File: src/crc32ms_pkg.sv
// Shared types, register indexes, constants and the byte-wide CRC update function.
package crc32ms_pkg;

  localparam int CfgIdxW = 2;
  localparam int TailLen = 4;
  localparam int SeenMax = 5;
  localparam int SeenW = 3;

  localparam logic [CfgIdxW-1:0] CfgIdxPoly = 2'd0;
  localparam logic [CfgIdxW-1:0] CfgIdxInit = 2'd1;
  localparam logic [CfgIdxW-1:0] CfgIdxMode = 2'd2;

  localparam logic [31:0] PolyReset = 32'h04C11DB7;

  typedef struct packed {
    logic [31:0] polynomial;
    logic [31:0] initial_value;
    logic        check_mode;
  } cfg_t;

  typedef struct packed {
    logic [31:0] result_value;
    logic        check_passed;
  } res_t;

  typedef logic [TailLen-1:0][7:0] tail_t;

  function automatic logic [31:0] crc_byte(input logic [31:0] acc, input logic [7:0] b,
                                           input logic [31:0] poly);
    logic [31:0] a;
    a = acc ^ {b, 24'h000000};
    for (int k = 0; k < 8; k++) begin
      a = a[31] ? ({a[30:0], 1'b0} ^ poly) : {a[30:0], 1'b0};
    end
    return a;
  endfunction

endpackage

File: src/crc32ms_byte_if.sv
// Channel that carries one message byte per transfer.
interface crc32ms_byte_if import crc32ms_pkg::*; ();
  logic       valid;
  logic       ready;
  logic [7:0] data_byte;
  logic       last_byte;

  modport source (output valid, output data_byte, output last_byte, input ready);
  modport sink (input valid, input data_byte, input last_byte, output ready);
endinterface

File: src/crc32ms_result_if.sv
// Channel that carries one CRC result per transfer.
interface crc32ms_result_if import crc32ms_pkg::*; ();
  logic        valid;
  logic        ready;
  logic [31:0] result_value;
  logic        check_passed;

  modport source (output valid, output result_value, output check_passed, input ready);
  modport sink (input valid, input result_value, input check_passed, output ready);
endinterface

File: src/crc32ms_cfg_if.sv
// Channel that carries configuration register writes.
interface crc32ms_cfg_if import crc32ms_pkg::*; ();
  logic               valid;
  logic               ready;
  logic [CfgIdxW-1:0] index;
  logic [31:0]        data;

  modport source (output valid, output index, output data, input ready);
  modport sink (input valid, input index, input data, output ready);
endinterface

File: src/crc32ms_engine.sv
// Message state and the per-byte CRC update, tail hold-back and check logic.
module crc32ms_engine import crc32ms_pkg::*; (
  input  logic       clk_i,
  input  logic       rst_ni,
  input  logic       step_i,
  input  logic [7:0] data_byte_i,
  input  logic       last_byte_i,
  input  cfg_t       cfg_i,
  output res_t       res_o
);

  logic [31:0]    acc_q, acc_d;
  tail_t          tail_q, tail_d;
  logic [SeenW-1:0] seen_q, seen_d;

  logic [31:0]    acc_base;
  logic [31:0]    acc_new;
  logic [7:0]     hash_byte;
  logic           do_hash;
  tail_t          tail_new;
  logic [SeenW-1:0] seen_new;
  logic [31:0]    stored;
  logic           pass;

  always_comb begin
    if (seen_q == '0) begin
      acc_base = cfg_i.check_mode ? 32'h0 : cfg_i.initial_value;
    end else begin
      acc_base = acc_q;
    end
    hash_byte = cfg_i.check_mode ? tail_q[0] : data_byte_i;
    do_hash   = !cfg_i.check_mode || (seen_q >= SeenW'(TailLen));
    acc_new   = do_hash ? crc_byte(acc_base, hash_byte, cfg_i.polynomial) : acc_base;

    for (int k = 0; k < TailLen - 1; k++) begin
      tail_new[k] = tail_q[k+1];
    end
    tail_new[TailLen-1] = data_byte_i;

    seen_new = (seen_q < SeenW'(SeenMax)) ? seen_q + SeenW'(1) : seen_q;

    // The first held byte is the least significant byte of the stored CRC.
    stored = {tail_new[3], tail_new[2], tail_new[1], tail_new[0]};
    pass   = (seen_new >= SeenW'(SeenMax)) && (acc_new == stored);

    if (!cfg_i.check_mode) begin
      res_o.result_value = acc_new;
      res_o.check_passed = 1'b1;
    end else begin
      res_o.result_value = pass ? stored : 32'h0;
      res_o.check_passed = pass;
    end

    acc_d  = acc_q;
    tail_d = tail_q;
    seen_d = seen_q;
    if (step_i) begin
      acc_d = acc_new;
      if (last_byte_i) begin
        tail_d = '0;
        seen_d = '0;
      end else begin
        tail_d = tail_new;
        seen_d = seen_new;
      end
    end
  end

  always_ff @(posedge clk_i or negedge rst_ni) begin
    if (!rst_ni) begin
      acc_q  <= '0;
      tail_q <= '0;
      seen_q <= '0;
    end else begin
      acc_q  <= acc_d;
      tail_q <= tail_d;
      seen_q <= seen_d;
    end
  end

endmodule

File: src/crc32_msb_stream_checker_top.sv
// Top level of the MSB-first CRC-32 stream checker with input and result registers.
//
//   Channel     Direction  Transfer payload
//   byte_in     sink       data_byte[7:0], last_byte
//   result_out  source     result_value[31:0], check_passed
//   cfg_in      sink       index[1:0], data[31:0]
//
// One byte is taken every cycle while ready is high; the byte-wide CRC update
// between the input register and the result register sets that rate.
// A result is loaded into the result register when its last byte leaves the input register.
// Reset sets the configuration registers to polynomial 0x04C11DB7, seed 0, compute mode.
// Input ready drops only while a last byte waits behind a result that is not taken.
module crc32_msb_stream_checker_top import crc32ms_pkg::*; (
  input  logic        clk_i,
  input  logic        rst_ni,
  crc32ms_byte_if.sink     byte_in,
  crc32ms_result_if.source result_out,
  crc32ms_cfg_if.sink      cfg_in
);

  cfg_t       cfg_q, cfg_d;
  logic       s1_valid_q, s1_valid_d;
  logic [7:0] s1_byte_q;
  logic       s1_last_q;
  logic       out_valid_q, out_valid_d;
  res_t       res_q;
  res_t       res_next;

  logic       out_free;
  logic       s1_fire;
  logic       in_fire;
  logic       res_load;

  assign out_free = !out_valid_q || result_out.ready;
  assign s1_fire  = s1_valid_q && (!s1_last_q || out_free);
  assign res_load = s1_fire && s1_last_q;

  assign byte_in.ready = !s1_valid_q || s1_fire;
  assign in_fire       = byte_in.valid && byte_in.ready;

  assign cfg_in.ready = 1'b1;

  assign result_out.valid        = out_valid_q;
  assign result_out.result_value = res_q.result_value;
  assign result_out.check_passed = res_q.check_passed;

  crc32ms_engine u_engine (
    .clk_i       (clk_i),
    .rst_ni      (rst_ni),
    .step_i      (s1_fire),
    .data_byte_i (s1_byte_q),
    .last_byte_i (s1_last_q),
    .cfg_i       (cfg_q),
    .res_o       (res_next)
  );

  always_comb begin
    cfg_d = cfg_q;
    if (cfg_in.valid) begin
      case (cfg_in.index)
        CfgIdxPoly: cfg_d.polynomial    = cfg_in.data;
        CfgIdxInit: cfg_d.initial_value = cfg_in.data;
        CfgIdxMode: cfg_d.check_mode    = cfg_in.data[0];
        default:    cfg_d = cfg_q;
      endcase
    end

    if (in_fire) begin
      s1_valid_d = 1'b1;
    end else if (s1_fire) begin
      s1_valid_d = 1'b0;
    end else begin
      s1_valid_d = s1_valid_q;
    end

    if (res_load) begin
      out_valid_d = 1'b1;
    end else if (result_out.ready) begin
      out_valid_d = 1'b0;
    end else begin
      out_valid_d = out_valid_q;
    end
  end

  always_ff @(posedge clk_i or negedge rst_ni) begin
    if (!rst_ni) begin
      cfg_q       <= '{polynomial: PolyReset, initial_value: 32'h0, check_mode: 1'b0};
      s1_valid_q  <= 1'b0;
      out_valid_q <= 1'b0;
    end else begin
      cfg_q       <= cfg_d;
      s1_valid_q  <= s1_valid_d;
      out_valid_q <= out_valid_d;
    end
  end

  always_ff @(posedge clk_i) begin
    if (in_fire) begin
      s1_byte_q <= byte_in.data_byte;
      s1_last_q <= byte_in.last_byte;
    end
    if (res_load) begin
      res_q <= res_next;
    end
  end

  a_ready_low_only_when_held: assert property (
    @(posedge clk_i) disable iff (!rst_ni)
    !byte_in.ready |-> (s1_valid_q && s1_last_q && out_valid_q && !result_out.ready)
  ) else $error("Input stalled without a waiting last byte behind a stalled result.");

  a_result_from_last_byte: assert property (
    @(posedge clk_i) disable iff (!rst_ni)
    $rose(out_valid_q) |-> $past(s1_valid_q && s1_last_q)
  ) else $error("Result appeared without a last byte being processed.");

  a_fail_gives_zero: assert property (
    @(posedge clk_i) disable iff (!rst_ni)
    (out_valid_q && !res_q.check_passed) |-> (res_q.result_value == 32'h0)
  ) else $error("Failed check carries a nonzero CRC value.");

endmodule
File: src/flat_wrapper.sv
// flat-port wrapper written by rule: the top's interface ports become plain ports
module crc32_msb_stream_checker_top_flat import crc32ms_pkg::*;
  (clk_i, rst_ni, byte_in_valid, byte_in_data_byte, byte_in_last_byte, byte_in_ready, result_out_valid, result_out_result_value, result_out_check_passed, result_out_ready, cfg_in_valid, cfg_in_index, cfg_in_data, cfg_in_ready);
  crc32ms_byte_if byte_in_i ();
  crc32ms_result_if result_out_i ();
  crc32ms_cfg_if cfg_in_i ();
  input  logic clk_i;
  input  logic rst_ni;
  input wire logic [$bits(byte_in_i.valid)-1:0] byte_in_valid;
  input wire logic [$bits(byte_in_i.data_byte)-1:0] byte_in_data_byte;
  input wire logic [$bits(byte_in_i.last_byte)-1:0] byte_in_last_byte;
  output wire logic [$bits(byte_in_i.ready)-1:0] byte_in_ready;
  output wire logic [$bits(result_out_i.valid)-1:0] result_out_valid;
  output wire logic [$bits(result_out_i.result_value)-1:0] result_out_result_value;
  output wire logic [$bits(result_out_i.check_passed)-1:0] result_out_check_passed;
  input wire logic [$bits(result_out_i.ready)-1:0] result_out_ready;
  input wire logic [$bits(cfg_in_i.valid)-1:0] cfg_in_valid;
  input wire logic [$bits(cfg_in_i.index)-1:0] cfg_in_index;
  input wire logic [$bits(cfg_in_i.data)-1:0] cfg_in_data;
  output wire logic [$bits(cfg_in_i.ready)-1:0] cfg_in_ready;
  assign byte_in_i.valid = byte_in_valid;
  assign byte_in_i.data_byte = byte_in_data_byte;
  assign byte_in_i.last_byte = byte_in_last_byte;
  assign byte_in_ready = byte_in_i.ready;
  assign result_out_valid = result_out_i.valid;
  assign result_out_result_value = result_out_i.result_value;
  assign result_out_check_passed = result_out_i.check_passed;
  assign result_out_i.ready = result_out_ready;
  assign cfg_in_i.valid = cfg_in_valid;
  assign cfg_in_i.index = cfg_in_index;
  assign cfg_in_i.data = cfg_in_data;
  assign cfg_in_ready = cfg_in_i.ready;
  crc32_msb_stream_checker_top u_core (.clk_i(clk_i), .rst_ni(rst_ni), .byte_in(byte_in_i), .result_out(result_out_i), .cfg_in(cfg_in_i));
endmodule
File: config.mk
export PLATFORM = sky130hd
export DESIGN_NAME = crc32_msb_stream_checker_top_flat
export DESIGN_NICKNAME = d
export VERILOG_FILES = /design/src/crc32ms_pkg.sv /design/src/crc32ms_byte_if.sv /design/src/crc32ms_result_if.sv /design/src/crc32ms_cfg_if.sv /design/src/crc32ms_engine.sv /design/src/crc32_msb_stream_checker_top.sv /design/src/flat_wrapper.sv
export SDC_FILE = /design/constraint.sdc
export NUM_CORES = 1
export LEC_CHECK = 0
export BUFFER_PORTS_ARGS = -buffer_cell sky130_fd_sc_hd__buf_2
export CORE_AREA = 5 5 198 200
export DETAILED_ROUTE_END_ITERATION = 7
export DIE_AREA = 0 0 203 205
export RECOVER_POWER = 50
export SLEW_MARGIN = 20
export SYNTH_ARGS = -nofsm -noshare
export SYNTH_HDL_FRONTEND = slang
export SYNTH_SLANG_ARGS = --single-unit
File: constraint.sdc
create_clock -name clk_i -period 6.12 [get_ports clk_i]
set_input_delay 0.612 -clock clk_i [delete_from_list [all_inputs] [get_ports clk_i]]
set_output_delay 0.612 -clock clk_i [all_outputs]
set_load 0.005 [all_outputs]
==> metrics.txt <==
status=finished, violations left; failing checks=capacitance limit, slew limit, setup timing; hold crit path type=input pin to flop; fmax=between 150 and 200 MHz; Synth Area in Adders=0.001477; Die X=203 um; Worst Max-Slew Pin Slew=between 3 and 4 ns; worst setup margin=-0.5123 ns; clk slew on worst S/H paths=0.07 ns; Num CTS Buffers=17; synth warn=0; P&R area growth vs syn=28.06%; final antenna-violating net count=0; Hold Vio Cnt, Final=0; Starting DRT DRC Count=~2500; clock buffer depth=2; number of clock sinks=~180; xor and xnor area share after synthesis=0.09305; capturing element type of the critical path=flop; DP Wirelength=just under 60 mm; FF-to-FF path depth=27; Core Area=37220 um2; H-Tree Depth=4; # IOs=84; required time worst endpoint=about 6.4 ns; hold_ws=between 0.3 and 0.4 ns; largest family of logic cells by synthesized area=compound AO/OA/AOI/OAI gates; Layout Cells excl Fill=~2900; post-synthesis mux area share=0.05280; DR pass1 iterations=6; clock skew=around 0.013 ns; Ant. Diodes=0; vias in the first global route=between 15000 and 20000; Initial Util=0.4552; via count=approximately 19000; largest net degree at the start of global routing=a little over 90; drt via density=6.800; Max transition margin=-1.542; gr usage total=0.3776; Crit Path Category=flop to flop; synthesis-stage register bit count=176; Worst Hold Path Cells=1; final setup fails=33; num rows=71; Nets=roughly 2400; total nets after synthesis=2164; Hold Startpoint=byte_in_data_byte[7]; RSZ-0062 raised after global routing=true; Syn Std Cell Area=16940 um2; Die H=205 um; die area=between 40000 and 50000 um2; post-synthesis sequential area ratio=0.2734; most common cell after layout, fill and taps aside=buf_4; most frequent cells in the layout=331 x buf_4, 216 x nand2_1, 212 x o21ai_0; Clock Tree Root=clkbuf_16; Cells after Synth=roughly 2100; CP Data Arrival Time=approximately 6.9 ns; Simple-Gate Fraction of Synth Area=0.1825; DRC=0; Final Util=0.5829; syn avg cell area=roughly 8.0 um2; CTS tree=done; number of cells after detailed placement=about 2800; Compound-Gate Fraction of Synth Area=0.3258; maxcap violations=5; Final Max Slew Viols=approximately 270; layout cell share with drive strength beyond 1=0.2977; initial antenna violation count=0; Distinct cells, synth=between 100 and 150; EDFF count, synth=42; worst-path fanout max=17; Skew-Pair Late Insertion Delay=~0.45 ns; # port buffers=a little over 80; Routed WL=roughly 81 mm; dpl ws=-0.6643 ns; final worst path period need=approximately 6.6 ns; Wirelength per Cell=28.53 um; CP Launch Type=flop; GRT overflow=0; Placer Congestion=1.033; R2R Path Start=u_core.u_engine.seen_q[0]$_DFFE_PN0P_; asr flop ratio synth=0.7614; Tcrit/Tclk final=1.084; Post-synth top flop=dfrtp_1; critical path launch point=u_core.u_engine.seen_q[0]$_DFFE_PN0P_; first-pass GRT wire length=around 120 mm
## worst max-delay path, stage by stage (launching register included)
cell and delay [ns]:
dfrtp_1 0.39, inv_2 0.08, ha_4 0.18, nand2b_4 0.09
mux2_4 0.39, mux2i_4 0.22, xnor2_2 0.16, or3_4 0.38
a211o_1 0.32, o211ai_4 0.12, buf_6 0.15, nor3_4 0.04
o41a_4 0.59, buf_12 0.18, buf_16 0.13, buf_4 0.16
nor4_1 0.44, o21ai_0 0.23, a2bb2oi_2 0.25, buf_4 0.15
buf_4 0.10, nor2_1 0.05, a22o_1 0.25, a221oi_1 0.29
nand2_1 0.11, o41a_4 0.54, buf_12 0.20, o31ai_2 0.24
## worst paths after layout
| kind | endpoint | slack (ns) |
|---|---|---|
| max | u_core.result_out.result_value[29]$_DFFE_PP_ | -0.51 |
| min | u_core.s1_byte_q[7]$_DFFE_PP_ | 0.34 |
| max reg2reg | u_core.result_out.result_value[29]$_DFFE_PP_ | -0.51 |
| min reg2reg | u_core.u_engine.acc_q[21]$_DFFE_PN0P_ | 0.49 |
| max in group asynchronous | u_core.cfg_q[52]$_DFFE_PN0P_ | 1.35 |
| min in group asynchronous | u_core.u_engine.tail_q[6]$_DFFE_PN0P_ | 1.47 |
## Yosys cell counts (38+ instances only)
master | number | area (um2)
o21ai_0 | 214 | 1071
o31ai_1 | 41 | 307.8
dfrtp_1 | 120 | 3003
clkbuf_1 | 151 | 566.8
a211oi_1 | 38 | 285.3
a21oi_1 | 109 | 545.5
edfxtp_1 | 42 | 1261
xnor2_1 | 146 | 1279
nand2_1 | 218 | 818.3
nand3_1 | 71 | 355.3
a32oi_1 | 40 | 350.3
mux2_2 | 42 | 473.0
o211ai_1 | 43 | 322.8
inv_1 | 61 | 229.0
nor4_1 | 51 | 319.1
nor2_1 | 154 | 578.1
## logic make-up (layout without fill, tap and decap cells)
logic type	Yosys count	count (layout)
adder cells (fa/ha/maj)	2	2
AND/OR/NAND/NOR	641	641
multiplexers	82	82
other	1	1
buffers and inverters	286	550
AO/OA/AOI/OAI	752	752
XOR/XNOR	174	174
flip-flops	176	176
## routing by layer
metal,share of wire,global-route usage,up-vias
met5,0,0,-
met4,0.040,0.1319,0
met3,0.11,0.07171,230
met2,0.45,0.5952,1285
met1,0.41,0.5216,9404
li1,-,-,8475
## sequential cells by signal, indices dropped and copies added (netlist names)
name                            cells
u_core.result_out.result_value     32
u_core.s1_valid_q                   1
u_core.u_engine.seen_q              3
u_core.u_engine.tail_q              8
u_core.result_out.valid             1
u_core.s1_byte_q                    8
u_core.cfg_q                       65
u_core.u_engine.acc_q              32
u_core.s1_last_q                    1
u_core.u_engine.stored             24
u_core.result_out.check_passed      1
## per-stage QoR
step,area [um2],TNS [ns]
floorplan,17040,0
global placement,19860,-16.34
detailed placement,19860,-18.27
CTS,21190,-11.06
global route,21700,-22.46
finish,21700,-15.67
## what timing repair did
item                                    4_1_cts  5_1_grt
hold buffers                                  0        0
endpoints found under the setup margin       33       33
buffers inserted                             17       17
resized for setup                            92       63
gates cloned                                  4        1
pin swaps                                    20       19
## area by class of cell
class,count,area (um2)
multi-input combinational,1652,12130
sequential,176,4637
inverter,69,259.0
clock inverter,13,123.9
tap,474,593.1
clock buffer,19,464.2
fill,3445,15520
timing repair buffer,449,3487
Power is left out: the tool's default activity adds up to more than one toggle a clock period on the data nets, which glitch-free logic cannot reach.
